$ cat config.mk
export PLATFORM = sky130hd
export DESIGN_NAME = i2c_register_master_core_flat
export DESIGN_NICKNAME = d
export VERILOG_FILES = /design/src/hdl/i2crm_pkg.sv /design/src/hdl/i2crm_if.sv /design/src/hdl/i2crm_step.sv /design/src/hdl/i2c_register_master_core.sv /design/src/flat_wrapper.sv
export SDC_FILE = /design/constraint.sdc
export NUM_CORES = 1
export LEC_CHECK = 0
export ABC_AREA = 1
export BUFFER_PORTS_ARGS = -buffer_cell sky130_fd_sc_hd__buf_2
export CAP_MARGIN = 20
export CORE_ASPECT_RATIO = 0.5
export CORE_MARGIN = 2
export CORE_UTILIZATION = 62
export CTS_BUF_LIST = sky130_fd_sc_hd__clkbuf_16
export CTS_CLUSTER_SIZE = 25
export DETAILED_ROUTE_END_ITERATION = 6
export HOLD_SLACK_MARGIN = 0.12
export PLACE_DENSITY_LB_ADDON = 0.2
export SLEW_MARGIN = 20
export SYNTH_ARGS = -nofsm -noshare
export SYNTH_HDL_FRONTEND = slang
export SYNTH_HIERARCHICAL = 1
export SYNTH_SLANG_ARGS = --single-unit
$ cat constraint.sdc
create_clock -name clk -period 5.07 [get_ports clk]
set_input_delay 0 -clock clk [delete_from_list [all_inputs] [get_ports clk]]
set_output_delay 0 -clock clk [all_outputs]
set_load 0.02 [all_outputs]
$ cat src/hdl/i2crm_pkg.sv
// Types and constants shared by the I2C register master files
`timescale 1ns / 1ps
`default_nettype none
package i2crm_pkg;

	typedef enum logic [1:0] {
		OP_SLOT  = 2'd0,
		OP_READ  = 2'd1,
		OP_WRITE = 2'd2
	} op_t;

	typedef enum logic [1:0] {
		ST_OK     = 2'd0,
		ST_NAK    = 2'd1,
		ST_REJECT = 2'd2
	} status_t;

	typedef enum logic [3:0] {
		PH_IDLE   = 4'd0,
		PH_START  = 4'd1,
		PH_ADDRW  = 4'd2,
		PH_REG    = 4'd3,
		PH_RSTART = 4'd4,
		PH_ADDRR  = 4'd5,
		PH_DATA   = 4'd6,
		PH_RBYTE  = 4'd7,
		PH_STOP   = 4'd8
	} phase_t;

	localparam int unsigned ADDR_W = 7;
	localparam logic [3:0] BITS_PER_BYTE = 4'd8;

	typedef struct packed {
		op_t        operation;
		logic [7:0] register_address;
		logic [7:0] write_data;
		logic [7:0] read_length;
		logic       sda_in;
	} in_item_t;

	typedef struct packed {
		logic       scl_out;
		logic       sda_out;
		logic       busy_res;
		logic [7:0] read_byte;
		logic       read_valid;
		logic       read_last;
		logic       done_res;
		status_t    status;
	} out_item_t;

	typedef struct packed {
		phase_t     phase;
		logic [1:0] slot_step;
		logic [3:0] bit_index;
		logic [7:0] shift_byte;
		logic [7:0] bytes_left;
		logic [7:0] held_register;
		logic [7:0] held_write_byte;
		logic       is_read;
		logic       scl_level;
		logic       sda_level;
		logic       nak_seen;
	} state_t;

endpackage
`default_nettype wire

$ cat src/hdl/i2crm_if.sv
// Valid/ready channel interfaces for slot items and slot results
`timescale 1ns / 1ps
`default_nettype none
interface i2crm_in_if;
	logic       valid;
	logic       ready;
	logic [1:0] operation;
	logic [7:0] register_address;
	logic [7:0] write_data;
	logic [7:0] read_length;
	logic       sda_in;

	modport source (output valid, operation, register_address, write_data, read_length,
		sda_in, input ready);
	modport sink (input valid, operation, register_address, write_data, read_length,
		sda_in, output ready);
endinterface

interface i2crm_out_if;
	logic       valid;
	logic       ready;
	logic       scl_out;
	logic       sda_out;
	logic       busy_res;
	logic [7:0] read_byte;
	logic       read_valid;
	logic       read_last;
	logic       done_res;
	logic [1:0] status;

	modport source (output valid, scl_out, sda_out, busy_res, read_byte, read_valid,
		read_last, done_res, status, input ready);
	modport sink (input valid, scl_out, sda_out, busy_res, read_byte, read_valid,
		read_last, done_res, status, output ready);
endinterface
`default_nettype wire

$ cat src/hdl/i2crm_step.sv
// Next-state and result logic for one bus half-period slot
`timescale 1ns / 1ps
`default_nettype none
module i2crm_step (
	input  wire i2crm_pkg::state_t              st,
	input  wire i2crm_pkg::in_item_t            item,
	input  wire logic [i2crm_pkg::ADDR_W-1:0]   device_address,
	output i2crm_pkg::state_t                   nst,
	output i2crm_pkg::out_item_t                res
);

	always_comb begin
		logic       rejected;
		logic       done;
		logic       rvalid;
		logic       rlast;
		logic       nak;
		logic [7:0] rbyte;
		logic [7:0] left_dec;
		i2crm_pkg::status_t stat;
		logic       busy;

		nst      = st;
		rejected = 1'b0;
		done     = 1'b0;
		rvalid   = 1'b0;
		rlast    = 1'b0;
		nak      = 1'b0;
		rbyte    = 8'd0;
		left_dec = 8'd0;
		stat     = i2crm_pkg::ST_OK;

		// take a command
		if (item.operation == i2crm_pkg::OP_READ || item.operation == i2crm_pkg::OP_WRITE) begin
			if (st.phase != i2crm_pkg::PH_IDLE ||
			    (item.operation == i2crm_pkg::OP_READ && item.read_length == 8'd0)) begin
				rejected = 1'b1;
			end else begin
				nst.is_read         = (item.operation == i2crm_pkg::OP_READ);
				nst.held_register   = item.register_address;
				nst.held_write_byte = item.write_data;
				nst.bytes_left      = (item.operation == i2crm_pkg::OP_READ) ?
					item.read_length : 8'd0;
				nst.nak_seen        = 1'b0;
				nst.phase           = i2crm_pkg::PH_START;
				nst.slot_step       = 2'd0;
			end
		end

		busy = (nst.phase != i2crm_pkg::PH_IDLE);

		case (nst.phase)
			i2crm_pkg::PH_START, i2crm_pkg::PH_RSTART: begin
				nst.scl_level = 1'b1;
				if (nst.slot_step == 2'd0) begin
					nst.sda_level = 1'b1;
					nst.slot_step = 2'd1;
				end else begin
					nst.sda_level = 1'b0;
					nst.bit_index = 4'd0;
					nst.slot_step = 2'd0;
					if (nst.phase == i2crm_pkg::PH_START) begin
						nst.phase      = i2crm_pkg::PH_ADDRW;
						nst.shift_byte = {device_address, 1'b0};
					end else begin
						nst.phase      = i2crm_pkg::PH_ADDRR;
						nst.shift_byte = {device_address, 1'b1};
					end
				end
			end
			i2crm_pkg::PH_ADDRW, i2crm_pkg::PH_REG, i2crm_pkg::PH_ADDRR,
			i2crm_pkg::PH_DATA: begin
				nst.scl_level = (nst.slot_step == 2'd1);
				if (nst.bit_index < i2crm_pkg::BITS_PER_BYTE) begin
					nst.sda_level = nst.shift_byte[7];
					if (nst.slot_step == 2'd2) begin
						nst.slot_step  = 2'd0;
						nst.shift_byte = {nst.shift_byte[6:0], 1'b0};
						nst.bit_index  = nst.bit_index + 4'd1;
					end else begin
						nst.slot_step = nst.slot_step + 2'd1;
					end
				end else begin
					// acknowledge slots: release SDA, sample in the third slot
					nst.sda_level = 1'b1;
					if (nst.slot_step != 2'd2) begin
						nst.slot_step = nst.slot_step + 2'd1;
					end else if (item.sda_in) begin
						nst.nak_seen  = 1'b1;
						nst.phase     = i2crm_pkg::PH_STOP;
						nst.slot_step = 2'd0;
					end else begin
						nst.slot_step = 2'd0;
						nst.bit_index = 4'd0;
						case (nst.phase)
							i2crm_pkg::PH_ADDRW: begin
								nst.phase      = i2crm_pkg::PH_REG;
								nst.shift_byte = nst.held_register;
							end
							i2crm_pkg::PH_REG: begin
								if (nst.is_read) begin
									nst.phase     = i2crm_pkg::PH_RSTART;
									nst.bit_index = st.bit_index;
								end else begin
									nst.phase      = i2crm_pkg::PH_DATA;
									nst.shift_byte = nst.held_write_byte;
								end
							end
							i2crm_pkg::PH_ADDRR: begin
								nst.phase      = i2crm_pkg::PH_RBYTE;
								nst.shift_byte = 8'd0;
							end
							default: begin
								nst.phase     = i2crm_pkg::PH_STOP;
								nst.bit_index = st.bit_index;
							end
						endcase
					end
				end
			end
			i2crm_pkg::PH_RBYTE: begin
				if (nst.bit_index < i2crm_pkg::BITS_PER_BYTE) begin
					if (nst.slot_step == 2'd0 && nst.bit_index != 4'd0)
						nst.shift_byte = {nst.shift_byte[6:0], item.sda_in};
					nst.sda_level = 1'b1;
					nst.scl_level = (nst.slot_step == 2'd1);
					if (nst.slot_step == 2'd1) begin
						nst.slot_step = 2'd0;
						nst.bit_index = nst.bit_index + 4'd1;
					end else begin
						nst.slot_step = nst.slot_step + 2'd1;
					end
				end else begin
					nak = (nst.bytes_left <= 8'd1);
					if (nst.slot_step == 2'd0) begin
						nst.shift_byte = {nst.shift_byte[6:0], item.sda_in};
						rvalid = 1'b1;
						rbyte  = nst.shift_byte;
						rlast  = nak;
					end
					if (nst.slot_step != 2'd3) begin
						nst.sda_level = nak;
						nst.scl_level = (nst.slot_step == 2'd1);
						nst.slot_step = nst.slot_step + 2'd1;
					end else begin
						// release slot after the master acknowledge
						nst.sda_level = 1'b1;
						nst.scl_level = 1'b0;
						left_dec = (nst.bytes_left != 8'd0) ? nst.bytes_left - 8'd1 : 8'd0;
						nst.bytes_left = left_dec;
						nst.slot_step  = 2'd0;
						if (left_dec == 8'd0) begin
							nst.phase = i2crm_pkg::PH_STOP;
						end else begin
							nst.shift_byte = 8'd0;
							nst.bit_index  = 4'd0;
						end
					end
				end
			end
			i2crm_pkg::PH_STOP: begin
				if (nst.slot_step == 2'd0) begin
					nst.scl_level = 1'b0;
					nst.sda_level = 1'b0;
					nst.slot_step = 2'd1;
				end else if (nst.slot_step == 2'd1) begin
					nst.scl_level = 1'b1;
					nst.sda_level = 1'b0;
					nst.slot_step = 2'd2;
				end else begin
					nst.scl_level = 1'b1;
					nst.sda_level = 1'b1;
					done          = 1'b1;
					stat          = nst.nak_seen ? i2crm_pkg::ST_NAK : i2crm_pkg::ST_OK;
					nst.phase     = i2crm_pkg::PH_IDLE;
					nst.slot_step = 2'd0;
					nst.bit_index = 4'd0;
				end
			end
			default: begin
				nst.phase     = i2crm_pkg::PH_IDLE;
				nst.scl_level = 1'b1;
				nst.sda_level = 1'b1;
			end
		endcase

		if (!done && rejected) begin
			done = 1'b1;
			stat = i2crm_pkg::ST_REJECT;
		end

		res.scl_out    = nst.scl_level;
		res.sda_out    = nst.sda_level;
		res.busy_res   = busy;
		res.read_byte  = rvalid ? rbyte : 8'd0;
		res.read_valid = rvalid;
		res.read_last  = rvalid & rlast;
		res.done_res   = done;
		res.status     = done ? stat : i2crm_pkg::ST_OK;
	end

endmodule
`default_nettype wire

$ cat src/hdl/i2c_register_master_core.sv
// Top level of the I2C register master: slot register, state, result register
`timescale 1ns / 1ps
`default_nettype none
// Each transaction on req is one bus half-period slot, normally paced by a prescaler, and
// gives exactly one result on rsp with the SCL/SDA levels to drive for that slot (1 is
// released, 0 is pulled low). One slot is taken every clock cycle unless req.ready is low;
// its result is presented on rsp once the slot register has fed the step logic and the
// result register has been loaded.
// The result register is the only stall point: req.ready falls only while a result is held
// unread and a slot already waits behind it. A command (operation 1 or 2) is taken only
// when no transaction is in progress; otherwise, or for a read of zero bytes, the bus is
// left alone and it is answered with done and status 2 (in the final STOP slot, with that
// slot's own status instead). Write device_address only while idle.
module i2c_register_master_core (
	input  wire logic                            clk,
	input  wire logic                            arst_n,
	input  wire logic                            cfg_we,
	input  wire logic [i2crm_pkg::ADDR_W-1:0]    cfg_wdata,
	i2crm_in_if.sink                             req,
	i2crm_out_if.source                          rsp
);

	logic                          valid_s1;
	i2crm_pkg::in_item_t           item_s1;
	logic                          rsp_valid_q;
	i2crm_pkg::out_item_t          rsp_q;
	logic [i2crm_pkg::ADDR_W-1:0]  tgt_addr_q;
	i2crm_pkg::state_t             state_q;
	i2crm_pkg::state_t             state_nxt;
	i2crm_pkg::out_item_t          res_nxt;
	logic                          advance;
	logic                          req_take;

	assign advance   = valid_s1 & (~rsp_valid_q | rsp.ready);
	assign req.ready = ~valid_s1 | advance;
	assign req_take  = req.valid & req.ready;

	always_ff @(posedge clk or negedge arst_n) begin
		if (!arst_n) begin
			tgt_addr_q <= '0;
		end else if (cfg_we) begin
			tgt_addr_q <= cfg_wdata;
		end
	end

	always_ff @(posedge clk or negedge arst_n) begin
		if (!arst_n) begin
			valid_s1 <= 1'b0;
		end else if (req_take) begin
			valid_s1 <= 1'b1;
		end else if (advance) begin
			valid_s1 <= 1'b0;
		end
	end

	always_ff @(posedge clk) begin
		if (req_take) begin
			item_s1.operation        <= i2crm_pkg::op_t'(req.operation);
			item_s1.register_address <= req.register_address;
			item_s1.write_data       <= req.write_data;
			item_s1.read_length      <= req.read_length;
			item_s1.sda_in           <= req.sda_in;
		end
	end

	i2crm_step u_step (
		.st             (state_q),
		.item           (item_s1),
		.device_address (tgt_addr_q),
		.nst            (state_nxt),
		.res            (res_nxt)
	);

	always_ff @(posedge clk or negedge arst_n) begin
		if (!arst_n) begin
			state_q.phase           <= i2crm_pkg::PH_IDLE;
			state_q.slot_step       <= '0;
			state_q.bit_index       <= '0;
			state_q.shift_byte      <= '0;
			state_q.bytes_left      <= '0;
			state_q.held_register   <= '0;
			state_q.held_write_byte <= '0;
			state_q.is_read         <= 1'b0;
			state_q.scl_level       <= 1'b1;
			state_q.sda_level       <= 1'b1;
			state_q.nak_seen        <= 1'b0;
		end else if (advance) begin
			state_q <= state_nxt;
		end
	end

	always_ff @(posedge clk or negedge arst_n) begin
		if (!arst_n) begin
			rsp_valid_q <= 1'b0;
		end else if (advance) begin
			rsp_valid_q <= 1'b1;
		end else if (rsp.ready) begin
			rsp_valid_q <= 1'b0;
		end
	end

	always_ff @(posedge clk) begin
		if (advance) begin
			rsp_q <= res_nxt;
		end
	end

	assign rsp.valid      = rsp_valid_q;
	assign rsp.scl_out    = rsp_q.scl_out;
	assign rsp.sda_out    = rsp_q.sda_out;
	assign rsp.busy_res   = rsp_q.busy_res;
	assign rsp.read_byte  = rsp_q.read_byte;
	assign rsp.read_valid = rsp_q.read_valid;
	assign rsp.read_last  = rsp_q.read_last;
	assign rsp.done_res   = rsp_q.done_res;
	assign rsp.status     = rsp_q.status;

endmodule
`default_nettype wire

$ cat src/flat_wrapper.sv
// flat-port wrapper written by rule: the top's interface ports become plain ports
module i2c_register_master_core_flat 
  (clk, arst_n, cfg_we, cfg_wdata, req_valid, req_operation, req_register_address, req_write_data, req_read_length, req_sda_in, req_ready, rsp_valid, rsp_scl_out, rsp_sda_out, rsp_busy_res, rsp_read_byte, rsp_read_valid, rsp_read_last, rsp_done_res, rsp_status, rsp_ready);
  i2crm_in_if req_i ();
  i2crm_out_if rsp_i ();
  input  wire logic clk;
  input  wire logic arst_n;
  input  wire logic cfg_we;
  input  wire logic [i2crm_pkg::ADDR_W-1:0] cfg_wdata;
  input wire logic [$bits(req_i.valid)-1:0] req_valid;
  input wire logic [$bits(req_i.operation)-1:0] req_operation;
  input wire logic [$bits(req_i.register_address)-1:0] req_register_address;
  input wire logic [$bits(req_i.write_data)-1:0] req_write_data;
  input wire logic [$bits(req_i.read_length)-1:0] req_read_length;
  input wire logic [$bits(req_i.sda_in)-1:0] req_sda_in;
  output wire logic [$bits(req_i.ready)-1:0] req_ready;
  output wire logic [$bits(rsp_i.valid)-1:0] rsp_valid;
  output wire logic [$bits(rsp_i.scl_out)-1:0] rsp_scl_out;
  output wire logic [$bits(rsp_i.sda_out)-1:0] rsp_sda_out;
  output wire logic [$bits(rsp_i.busy_res)-1:0] rsp_busy_res;
  output wire logic [$bits(rsp_i.read_byte)-1:0] rsp_read_byte;
  output wire logic [$bits(rsp_i.read_valid)-1:0] rsp_read_valid;
  output wire logic [$bits(rsp_i.read_last)-1:0] rsp_read_last;
  output wire logic [$bits(rsp_i.done_res)-1:0] rsp_done_res;
  output wire logic [$bits(rsp_i.status)-1:0] rsp_status;
  input wire logic [$bits(rsp_i.ready)-1:0] rsp_ready;
  assign req_i.valid = req_valid;
  assign req_i.operation = req_operation;
  assign req_i.register_address = req_register_address;
  assign req_i.write_data = req_write_data;
  assign req_i.read_length = req_read_length;
  assign req_i.sda_in = req_sda_in;
  assign req_ready = req_i.ready;
  assign rsp_valid = rsp_i.valid;
  assign rsp_scl_out = rsp_i.scl_out;
  assign rsp_sda_out = rsp_i.sda_out;
  assign rsp_busy_res = rsp_i.busy_res;
  assign rsp_read_byte = rsp_i.read_byte;
  assign rsp_read_valid = rsp_i.read_valid;
  assign rsp_read_last = rsp_i.read_last;
  assign rsp_done_res = rsp_i.done_res;
  assign rsp_status = rsp_i.status;
  assign rsp_i.ready = rsp_ready;
  i2c_register_master_core u_core (.clk(clk), .arst_n(arst_n), .cfg_we(cfg_we), .cfg_wdata(cfg_wdata), .req(req_i), .rsp(rsp_i));
endmodule
Word level (Yosys, flattened, before mapping)
Cells that the tools add are included.
{"block": "word_totals", "ff_bits": 96, "input_bits": 39, "output_inout_bits": 18, "wordCells": 175}
{"block": "op_classes", "n_addsub": 3, "order_cmp": 2, "n_eq_ne": 27, "muxes": 81, "n_bitwise": 12, "n_reduce_logical": 24}
{"op": "two-way mux 12 bit", "count": 5}
{"op": "two-way mux 8 bit", "count": 7}
{"op": "two-way mux 25 bit", "count": 2}
{"op": "two-way mux 4 bit", "count": 12}
{"op": "one-hot mux 8 bit (3 select lines)", "count": 2}
{"op": "two-way mux 1 bit", "count": 30}
{"op": "two-way mux 14 bit", "count": 2}
{"op": "one-hot mux 6 bit (4 select lines)", "count": 1}
{"op": "two-way mux 2 bit", "count": 11}
{"op": "!= test 3 bit, second input constant", "count": 7}
{"op": "two-way mux 20 bit", "count": 1}
{"op": "two-way mux 6 bit", "count": 3}
{"op": "== test 4 x 3 -> 1 bit, second input constant", "count": 4}
{"op": "zero test 8 bit", "count": 2}
{"op": "one-hot mux 4 bit (4 select lines)", "count": 1}
{"op": "nonzero test 4 bit", "count": 4}
{"op": "AND reduction 13 bit", "count": 1}
{"op": "one-hot mux 4 bit (3 select lines)", "count": 1}
{"op": "!= test 2 bit, second input constant", "count": 5}
{"op": "AND reduction 9 bit", "count": 1}
{"op": "== test 4 x 2 -> 1 bit, second input constant", "count": 2}
{"op": "less-or-equal comparator 8 x 1 -> 1 bit, second input constant", "count": 1}
{"op": "!= test 4 bit, second input constant", "count": 2}
{"op": "one-hot mux 2 bit (4 select lines)", "count": 1}
{"op": "other kinds (24)", "count": 41}

Depth between registers and ports, before layout
Gate-level depths: netlist (run 1).
{"block": "depth", "word_depth": 14, "depth_mapped": 26, "depth_no_buf": 23}

Modules after synthesis
Netlist (run 1), hierarchy kept.
{"mod": "i2c_register_master_core", "instances": 1, "cells_each": 282, "area_per_inst_um2": 3503.4, "seq_area_each_um2": 2670.1}
{"mod": "i2crm_step", "instances": 1, "cells_each": 541, "area_per_inst_um2": 2662.6, "seq_area_each_um2": 0.0}

Least setup slack after synthesis (run 1)
No wires, ideal clock.
{"block": "synth_timing", "path_type": "register to register", "start": "reg u_core/item_s1[26] (netlist bit)", "end": "reg u_core/state_q[35] (netlist bit)", "setup_ns": 0.117, "t_arrival_ns": 2.975, "t_required_ns": 4.953, "path_slack_ns": 1.978, "stages_incl_launch_ff": 22, "n_path_buf": 3, "synth_period_minus_slack_ns": 3.092, "cell_sequence": "edfxtp_1 > inv_1 > ha_1 > buf_6 > nand2_1 > nor2_1 > nand2_2 > nand3_4 > buf_6 > clkbuf_1 > nand2_1 > inv_1 > ha_1 > inv_1 > nor2_1 > clkinv_1 > o221ai_1 > inv_1 > a21oi_1 > a21oi_1 > nand3_1 > nand2_1"}
{"item": "start: declaration", "line_no": "i2c_register_master_core.sv:24", "text": "i2crm_pkg::in_item_t item_s1;"}
{"item": "end signal: assignment", "line_no": "i2c_register_master_core.sv:88", "text": "state_q <= state_nxt;"}
{"item": "end: declaration", "line_no": "i2c_register_master_core.sv:28", "text": "i2crm_pkg::state_t state_q;"}

==> summary.md, run 1 <==
| Metric | Value |
|---|---|
| Relative slew margins | `0.369` |
| First-pass GRT wire length | `26,700 um` |
| Largest net degree at the start of global routing | `54` |
| Worst Path Max Fanout | `33` |
| Grt total ovfl | `0` |
| Final instance area | `7130 sq um` |
| Vias in the first global route | `5,421` |
| Final Util | `0.749` |
| CP required | `5.31 ns` |
| Mapped Nets | `around 870` |
| Post-place setup slack | `around 1.2 ns` |
| CTS max path bufs | `2` |
| Critical path endpoint | `u_core/state_q[31]` |
| Initial antenna violation count | `0` |
| CTS tree | `yes` |
| Boundary pin count | `57` |
| Crit path from | `u_core/item_s1[25]` |
| Initial Utilization | `0.640` |
| Count of pins over their slew limit | `0` |
| FILL cells | `about 740` |
| Crit Path Class | `flip-flop to flip-flop` |
| Setup TNS | `0 ns` |
| Setup violations, final | `0` |
| Multi-input gate area | `just under 3000 sq um` |
| Die X-Extent | `144 um` |
| Total Routing Usage GR | `0.323` |
| Detailed Route WL | `16,300 um` |
| PortBufs | `56` |
| R2R depth | `12` |
| Post-Synthesis Cell Area | `6090 sq um` |
| Die ar. | `~11,000 sq um` |
| R2r setup slk | `1.0 ns` |
| CTS Sinks | `96` |
| Power per cell area | `roughly 500 nW/um^2` |
| Achievable Freq | `0.245 GHz` |
| DR vias | `5,950` |
| Crit share post-route | `0.804` |
| Max cap viols | `0` |
| Worst reg2reg path startpoint | `u_core/item_s1[25]` |
| Routability cong. | `roughly 0.98` |
| DR iter-0 viols | `726` |
| Hold crit path type | `input pin to async pin` |
| Worst Skew | `0.00844 ns` |
| Layout cells sized above 1 | `0.123` |
| Nets | `952` |
| Routed length per placed instance | `15.7 um` |
| Layout area overhead | `17.0%` |
| Crit path DAT | `about 4.3 ns` |
| Mapped Avg Cell Area | `7.47 sq um` |
| Antenna cells | `0` |
| Hold Vio Cnt, Final | `0` |
| Die Y | `74.1 um` |
| Type of destination of the critical path | `flip-flop` |
| Peak supply drop | `0.000257 V` |
| Tightest Pin Transition | `approximately 0.94 ns` |
| Synth Instances | `just over 800` |
| Root buffer cell | `clkbuf_16` |
| Tmin final | `4.07 ns` |
| Skew-Pair Late Insertion Delay | `about 0.35 ns` |
| Residual DRC count | `0` |
| R2R Path End | `u_core/state_q[31]` |
| Yosys warnings | `6` |
| H-tree level count | `3` |
| Drt pass-1 iters | `7` |
| LEAKAGE | `0.00353 uW` |
| Worst setup SP type | `flip-flop` |
| Vias per Instance | `around 5.7` |
| Status | `finished clean` |
| Core area | `9510 sq um` |
| Num CTS Buffers | `9` |
| Unrepaired setup endpoints after global routing | `false` |
| Reg area | `~2600 sq um` |
| Row count | `25` |
| CTS clk-pin slew, worst paths | `0.08 ns` |
| Placed cell area | `6290 sq um` |
| DRT antenna net count | `0` |
| Post-cts resize count | `0` |
| Post-DP HPWL | `10,100 um` |
| Final setup margin | `around 1 ns` |
[layout by cell type, fill, tap and decap left out, types with 3 or more instances in the layout]
cell	n
a211oi_1	10
a21oi_1	30
a21oi_2	6
a221oi_1	7
buf_2	56
buf_4	3
clkbuf_16	9
clkinv_1	3
dfrtp_1	53
dlygate4sd3_1	52
edfxtp_1	43
ha_1	13
inv_1	70
inv_2	6
nand2_1	295
nand2_2	10
nand3_1	81
nand3_2	3
nand4_1	11
nor2_1	51
nor2_2	3
nor3_1	15
o211ai_1	4
o21ai_0	39
o221ai_1	8
[through the flow]
step	instances	total power, uW	hold WS, ns
final	1040	3580	0.344
after global routing	1040	3870	0.354
after CTS	1039	3530	0.344
after detailed placement	971	2810	0.174
after global placement	971	2770	0.177
after floorplan	815	2490	-0.296
[layer usage]
metal	vias to the layer above	global-route usage	wire length, um
met5	-	0	0
met3	35	0.0721	1610
met4	0	0.101	314
met1	2711	0.457	7240
li1	2850	-	-
met2	354	0.505	7150
[worst max-delay path, stage by stage (launching register included)]
cell and delay (ns):
edfxtp_1 0.38, ha_1 0.30, inv_1 0.29, nand3_4 0.42, nand2_1 0.35, ha_1 0.65, clkinv_1 0.70, a21oi_1 0.35
o21ai_0 0.10, nor2_1 0.19, a21oi_2 0.07, nand3_1 0.08, nand2_1 0.07
[area by class of cell]
cell class | instances | share of cell area
inverters | 79 | 0.0416
multi-input cells | 602 | 0.408
repair buffers | 112 | 0.118
flip-flops and latches | 96 | 0.367
clock buffers | 9 | 0.0316
well taps | 135 | 0.0237
clock inverters | 7 | 0.0102
[registers in the layout (all words and copies together) (netlist names), 2 cells and up]
| register | count |
|---|---|
| u_core/rsp.read_byte | 8 |
| u_core/tgt_addr_q | 7 |
| u_core/state_q | 44 |
| u_core/rsp.status | 2 |
| u_core/item_s1 | 27 |
[repair_timing]
item,4_1_cts,5_1_grt
buffers inserted,0,0
hold buffers,52,0
endpoints found under the hold margin,88,0
[where the power goes]
part | total (uW) | internal [uW] | switching [uW]
combinational | 1740 | 557 | 1180
sequential | 1150 | 1000 | 150
clock | 686 | 349 | 337
total | 3580 | 1910 | 1670
[worst min path at each step]
| stage | from | to | slack, ns |
|---|---|---|---|
| 2_1_floorplan | arst_n | u_core/rsp.valid | -0.30 |
| 3_3_place_gp | arst_n | u_core/tgt_addr_q[0] | 0.18 |
| 3_5_place_dp | arst_n | u_core/tgt_addr_q[0] | 0.17 |
| 4_1_cts | arst_n | u_core/tgt_addr_q[1] | 0.34 |
| 5_1_grt | req_write_data[0] | u_core/item_s1[9] | 0.35 |
| 6_report | arst_n | u_core/tgt_addr_q[0] | 0.34 |
No activity file was read; power rests on OpenSTA's default activity.
==> inputs of run 2 (changes only) <==
--- a/config.mk
+++ b/config.mk
@@ -10,7 +10,7 @@
 export CAP_MARGIN = 20
 export CORE_ASPECT_RATIO = 0.5
 export CORE_MARGIN = 2
-export CORE_UTILIZATION = 62
+export CORE_UTILIZATION = 60
 export CTS_BUF_LIST = sky130_fd_sc_hd__clkbuf_16
 export CTS_CLUSTER_SIZE = 25
 export DETAILED_ROUTE_END_ITERATION = 6
==> constraint.sdc (replaced) <==
create_clock -name clk -period 3.82 [get_ports clk]
set_input_delay 0 -clock clk [delete_from_list [all_inputs] [get_ports clk]]
set_output_delay 0 -clock clk [all_outputs]
set_load 0.02 [all_outputs]
==> summary.md, run 2 (synthesized netlist as in run 1, its figures left out) <==
| Metric | Value |
|---|---|
| Status | `finished clean` |
| Power per cell area | `676 nW/um^2 (+35%)` |
| Crit Path Class | `flip-flop to flip-flop` |
| Drt pass-1 iters | `5 (-2)` |
| Die ar. | `11,000 sq um (+3.2%)` |
| CTS tree | `yes` |
| Vias per Instance | `5.56 (-2.8%)` |
| Crit share post-route | `0.907 (+0.103)` |
| Setup violations, final | `0 (unchanged)` |
| Largest net degree at the start of global routing | `54 (unchanged)` |
| Layout area overhead | `18.1%` |
| Nets | `960 (+0.84%)` |
| Worst setup SP type | `flip-flop` |
| R2R depth | `20 (+8)` |
| Max cap viols | `0 (unchanged)` |
| Routed length per placed instance | `15.9 um (+1.2%)` |
| CTS clk-pin slew, worst paths | `0.08 ns (about the same)` |
| Final instance area | `7190 sq um (+0.90%)` |
| Root buffer cell | `clkbuf_16` |
| PortBufs | `56 (unchanged)` |
| Core area | `9670 sq um (+1.6%)` |
| Met2 wire len | `7350 um (+2.9%)` |
| Layout Cells excl Fill | `1,048 (+0.77%)` |
| First-pass GRT wire length | `26,800 um (+0.23%)` |
| Most Frequent Cell on Critical Path | `nand2_1` |
| Placed cell area | `6350 sq um (+0.95%)` |
| Row count | `25 (unchanged)` |
| Unrepaired setup endpoints after global routing | `false` |
| DR iter-0 viols | `596 (-18%)` |
| Achievable Freq | `0.289 GHz (+18%)` |
| Most common cell after layout, fill and taps aside | `nand2_1` |
| CP max stage delay | `0.37 ns (-0.33 ns)` |
| R2r setup slk | `0.36 ns (-0.64 ns)` |
| CTS max path bufs | `2 (unchanged)` |
| Initial Utilization | `0.630 (-0.0104)` |
| Max FFs per register | `44 (unchanged)` |
| Num CTS Buffers | `9 (unchanged)` |
| Die X-Extent | `146 um (+1.6%)` |
| Highest routed layer | `met4` |
| Crit path DAT | `3.70 ns (-0.61 ns)` |
| Grt total ovfl | `0 (unchanged)` |
| Tightest Pin Transition | `0.993 ns (+0.0500 ns)` |
| CP required | `4.06 ns (-1.25 ns)` |
| Vias in the first global route | `5,363 (-1.1%)` |
| Largest Register | `u_core/state_q` |
| Antenna cells | `0 (unchanged)` |
| Routability cong. | `1.04 (+6.4%)` |
| Cells along the critical path | `ha_1 > nand2_1 > nor2_1 > nand2_2 > nand3_4 > nand2_1 > inv_1 > nor2_1 > ha_1 > nand3_1 > nor2_4 > nand3_2 > nand3_1 > nand2_1 > nor2_2 > nand2_1 > o21ai_0 > nand3_1 > nand3_1 > nand2_1` |
| DR vias | `5,826 (-2.1%)` |
| Placed cell count | `979 (+0.82%)` |
| Worst Path Max Fanout | `13 (-61%)` |
| Hold crit path type | `input pin to async pin` |
| Die Y | `75.2 um (+1.6%)` |
| LEAKAGE | `0.00356 uW (+0.75%)` |
| CTS Sinks | `96 (unchanged)` |
| Reg area | `2620 sq um (unchanged)` |
| R2R Path End | `u_core/state_q[42]` |
| Tmin final | `3.46 ns (-0.611 ns)` |
| Initial antenna violation count | `0 (unchanged)` |
| Setup TNS | `0 ns (unchanged)` |
| Post-DP HPWL | `10,500 um (+4.8%)` |
| Hold Vio Cnt, Final | `0 (unchanged)` |
| Boundary pin count | `57 (unchanged)` |
| Type of destination of the critical path | `flip-flop` |
| CP max stage cell | `edfxtp_1` |
| Skew-Pair Late Insertion Delay | `0.36 ns (about the same)` |
| Wl on met1 | `7590 um (+4.9%)` |
| Worst reg2reg path startpoint | `u_core/item_s1[25]` |
| Residual DRC count | `0 (unchanged)` |
| Worst hold margin | `0.320 ns (-0.0237 ns)` |
| H-tree level count | `3 (unchanged)` |
| Count of pins over their slew limit | `0 (unchanged)` |
| Most frequent cells in the layout | `nand2_1 (295), nand3_1 (81), inv_1 (68)` |
| Total power | `4860 uW (+36%)` |
| DR WL met3 | `1510 um (-6.5%)` |
| Relative slew margins | `0.334 (-0.0352)` |
| Layout cells sized above 1 | `0.130 (+0.00769)` |
| Post-CTS setup buffers | `0 (unchanged)` |
| Peak supply drop | `0.000286 V (+11%)` |
| Detailed Route WL | `16,600 um (+2.0%)` |
| Total Routing Usage GR | `0.314 (-0.00881)` |
| Multi-input gate area | `2910 sq um (+0.17%)` |
| DRT antenna net count | `0 (unchanged)` |
| Worst Skew | `0.0128 ns (+0.00437 ns)` |
| FILL cells | `707 (-4.6%)` |
run 2: cell types whose count changed in the layout (fill, tap and decap cells not counted), sizes merged:
cell         previous run  this run
buf                    60        67
clkinvlp                1         2
dlygate4sd3            52        53
inv                    80        79
run 2: worst max-delay path by stage:
stage	from	to	slack, ns	depth (start not counted)
6_report	u_core/item_s1[25]	u_core/state_q[42]	0.36	20
5_1_grt	u_core/item_s1[25]	u_core/state_q[42]	0.001	20
4_1_cts	u_core/item_s1[25]	u_core/state_q[32]	0.37	19
3_5_place_dp	u_core/item_s1[25]	u_core/state_q[34]	0.39	19
3_3_place_gp	u_core/item_s1[25]	u_core/state_q[42]	0.56	18
2_1_floorplan	u_core/item_s1[26]	u_core/state_q[35]	0.73	21
run 2: per-layer routing:
metal  global-route usage  up-vias
met5                    0        -
met4               0.0852        0
met3               0.0733       24
met2                0.514      262
met1                0.431     2666
li1                     -     2874
run 2: cell type report:
cell class,count,area share
clock inverters,7,0.0101
repair buffers,120,0.124
well taps,135,0.0235
multi-input cells,602,0.405
flip-flops and latches,96,0.364
clock buffers,9,0.0313
inverters,79,0.0418
run 2: power breakdown:
group	switching (uW)	internal [uW]	leakage (uW)
Clock	463	465	0.000144
Sequential	196	1330	0.00110
Combinational	1620	783	0.00231
Total	2280	2580	0.00356
run 2: what timing repair did:
item | 4_1_cts | 5_1_grt
setup endpoints to repair | 0 | 7
endpoints found under the hold margin | 89 | 0
hold buffers | 53 | 0
resized for setup | 0 | 2
run 2: critical path: cells and delay by family, from the launching register on:
| kind | cells | cell delay (ns) |
|---|---|---|
| AO/OA/AOI/OAI | 1 | 0.34 |
| AND/OR/NAND/NOR | 16 | 2.03 |
| buffers and inverters | 1 | 0.05 |
| flip-flops | 1 | 0.37 |
| adder cells (fa/ha/maj) | 2 | 0.56 |
run 2: metrics by stage:
stage / setup slack [ns] / util
final: 0.357 / 0.744
after global routing: 0.00144 / 0.744
after CTS: 0.373 / 0.743
after detailed placement: 0.387 / 0.657
after global placement: 0.557 / 0.657
after floorplan: 0.728 / -
==> inputs of run 3 (changes only) <==
--- a/config.mk
+++ b/config.mk
@@ -9,7 +9,6 @@
 export BUFFER_PORTS_ARGS = -buffer_cell sky130_fd_sc_hd__buf_2
 export CAP_MARGIN = 20
 export CORE_ASPECT_RATIO = 0.5
-export CORE_MARGIN = 2
 export CORE_UTILIZATION = 60
 export CTS_BUF_LIST = sky130_fd_sc_hd__clkbuf_16
 export CTS_CLUSTER_SIZE = 25
@@ -21,3 +20,4 @@
 export SYNTH_HDL_FRONTEND = slang
 export SYNTH_HIERARCHICAL = 1
 export SYNTH_SLANG_ARGS = --single-unit
+export TNS_END_PERCENT = 5
==> summary.md, run 3 (synthesized netlist as in run 1, its figures left out) <==
| Metric | Value |
|---|---|
| Count of pins over their slew limit | `0 (unchanged)` |
| Reg power frac | `0.313 (-0.002)` |
| CP max stage delay | `0.39 ns (+0.02 ns)` |
| Type of destination of the critical path | `flip-flop` |
| Unrepaired setup endpoints after global routing | `false` |
| Vias per Instance | `5.65 (+1.7%)` |
| Max FFs per register | `44 (unchanged)` |
| Reg area | `2620 sq um (unchanged)` |
| Worst Skew | `0.0103 ns (-0.00250 ns)` |
| CP max stage cell | `edfxtp_1` |
| DRT antenna net count | `0 (unchanged)` |
| Nets | `961 (+0.10%)` |
| Setup violations, final | `0 (unchanged)` |
| Most common cell after layout, fill and taps aside | `nand2_1` |
| Crit path DAT | `3.72 ns (+0.02 ns)` |
| Layout cells sized above 1 | `0.130 (-0.000143)` |
| Num CTS Buffers | `9 (unchanged)` |
| WP buf/inv | `2 (+1)` |
| Tightest Pin Transition | `0.812 ns (-0.181 ns)` |
| Layout area overhead | `18.6%` |
| Clk pwr share | `0.198 (+0.007)` |
| Most frequent cells in the layout | `nand2_1 (295), nand3_1 (81), inv_1 (70)` |
| Drt pass-1 iters | `5 (unchanged)` |
| Achievable Freq | `0.287 GHz (-0.59%)` |
| Largest net degree at the start of global routing | `54 (unchanged)` |
| Routability cong. | `1.03 (-1.5%)` |
| Final setup margin | `0.336 ns (-0.0205 ns)` |
| Max cap viols | `0 (unchanged)` |
| Tmin final | `3.48 ns (+0.0205 ns)` |
| LEAKAGE | `0.00359 uW (+0.87%)` |
| Root buffer cell | `clkbuf_16` |
| Multi-input gate area | `2910 sq um (unchanged)` |
| Routed length per placed instance | `15.7 um (-0.97%)` |
| Detailed Route WL | `16,500 um (-0.87%)` |
| Boundary pin count | `57 (unchanged)` |
| Antenna cells | `0 (unchanged)` |
| Vias in the first global route | `5,554 (+3.6%)` |
| Hold Vio Cnt, Final | `0 (unchanged)` |
| DR vias | `5,931 (+1.8%)` |
| R2R depth | `18 (-10%)` |
| Stages on the worst setup path | `18 (-10%)` |
| Residual DRC count | `0 (unchanged)` |
| CTS Sinks | `96 (unchanged)` |
| CP required | `4.05 ns (about the same)` |
| Worst Path Max Fanout | `14 (+1)` |
| Crit Path Class | `flip-flop to flip-flop` |
| Core area | `9630 sq um (-0.32%)` |
| FILL cells | `728 (+3.0%)` |
| Peak supply drop | `0.000316 V (+11%)` |
| Family with the most delay on the worst path | `simple AND/OR/NAND/NOR gates` |
| Total Routing Usage GR | `0.330 (+0.0163)` |
| H-tree level count | `3 (unchanged)` |
| Setup TNS | `0 ns (unchanged)` |
| Initial antenna violation count | `0 (unchanged)` |
| Hold crit path type | `input pin to async pin` |
| Die ar. | `10,600 sq um (-4.0%)` |
| CTS tree | `yes` |
| Crit share post-route | `0.912 (+0.00536)` |
| CTS max path bufs | `2 (unchanged)` |
| CTS clk-pin slew, worst paths | `0.07 ns (about the same)` |
| Status | `finished clean` |
| PortBufs | `56 (unchanged)` |
| Internal | `2690 uW (+4.2%)` |
| Row count | `25 (unchanged)` |
| Cells along the critical path | `ha_1 > inv_1 > nand3_4 > nand2_1 > inv_1 > nor2_1 > ha_1 > nand3_1 > nor2_4 > nand3_2 > nand3_1 > nand2_1 > nor2_2 > nand2_1 > o21ai_0 > nand3_1 > nand3_1 > nand2_1` |
| DR iter-0 viols | `563 (-5.5%)` |
| Power per cell area | `676 nW/um^2 (about the same)` |
| Largest Register | `u_core/state_q` |
| Post-DP HPWL | `10,400 um (-1.5%)` |
| Grt total ovfl | `0 (unchanged)` |
| Initial Utilization | `0.632 (+0.00205)` |
| Post-place setup slack | `0.384 ns (-0.00259 ns)` |
| Post-CTS setup buffers | `0 (unchanged)` |
| Die Y | `73.2 um (-2.7%)` |
| Sw Ratio | `0.449 (-0.0203)` |
| Worst setup SP type | `flip-flop` |
| First-pass GRT wire length | `26,400 um (-1.3%)` |
| Logic pwr share | `0.489 (-0.005)` |
| Relative slew margins | `0.459 (+0.125)` |
| Skew-Pair Late Insertion Delay | `0.35 ns (about the same)` |
| Sw Pwr | `2190 uW (-4.0%)` |
| Die X-Extent | `144 um (-1.4%)` |
[run 3: worst paths after layout]
check / startpoint / slack, ns / to
max: u_core/item_s1[25] / 0.34 / u_core/state_q[42]
min: arst_n / 0.34 / u_core/tgt_addr_q[1]
max reg2reg: u_core/item_s1[25] / 0.34 / u_core/state_q[42]
min reg2reg: u_core/state_q[12] / 0.47 / u_core/state_q[12]
max in group asynchronous: arst_n / 2.99 / u_core/state_q[10]
min in group clk: req_register_address[7] / 0.36 / u_core/item_s1[24]
[run 3: timing repair]
item,in CTS,in global routing
endpoints found under the setup margin,0,6
hold buffers,52,0
gates resized for setup,0,1
endpoints found under the hold margin,88,0
[run 3: cell type report]
cell class	count	share of cell area
clock buffer	9	0.0312
clock inverter	7	0.0132
inverter	79	0.0411
multi-input combinational	602	0.403
sequential	96	0.363
tap	135	0.0234
timing repair buffer	121	0.125
[run 3: worst reg2reg max path, cell delays in order, from the launching register on]
cell	delay, ns
edfxtp_1	0.39
ha_1	0.31
inv_1	0.30
nand3_4	0.26
nand2_1	0.16
inv_1	0.05
nor2_1	0.18
ha_1	0.24
nand3_1	0.16
nor2_4	0.17
nand3_2	0.16
nand3_1	0.13
nand2_1	0.06
nor2_2	0.12
nand2_1	0.11
o21ai_0	0.29
nand3_1	0.12
nand3_1	0.10
nand2_1	0.06
[run 3: metrics by stage]
step / hold WS, ns / total power [uW] / cell area [sq um] / util / std cells
final: 0.337 / 4880 / 7220 / 0.749 / 1049
after global routing: 0.356 / 5230 / 7220 / 0.749 / 1049
after CTS: 0.344 / 4830 / 7200 / 0.747 / 1048
after detailed placement: 0.178 / 3800 / 6360 / 0.660 / 980
after global placement: 0.176 / 3740 / 6360 / 0.660 / 980
after floorplan: -0.296 / 3310 / 6090 / - / 815
[run 3: per-layer routing]
layer,global-route usage,wire [um]
met5,0,0
met4,0.125,306
met3,0.0860,1480
met2,0.530,7450
met1,0.433,7260
[run 3: power groups by stage]
stage / logic (uW) / registers [uW] / clock network [uW]
2_1_floorplan: 1780 / 1530 / 0
3_3_place_gp: 2220 / 1530 / 0
3_5_place_dp: 2260 / 1540 / 0
4_1_cts: 2320 / 1520 / 985
5_1_grt: 2660 / 1550 / 1020
6_report: 2380 / 1530 / 967
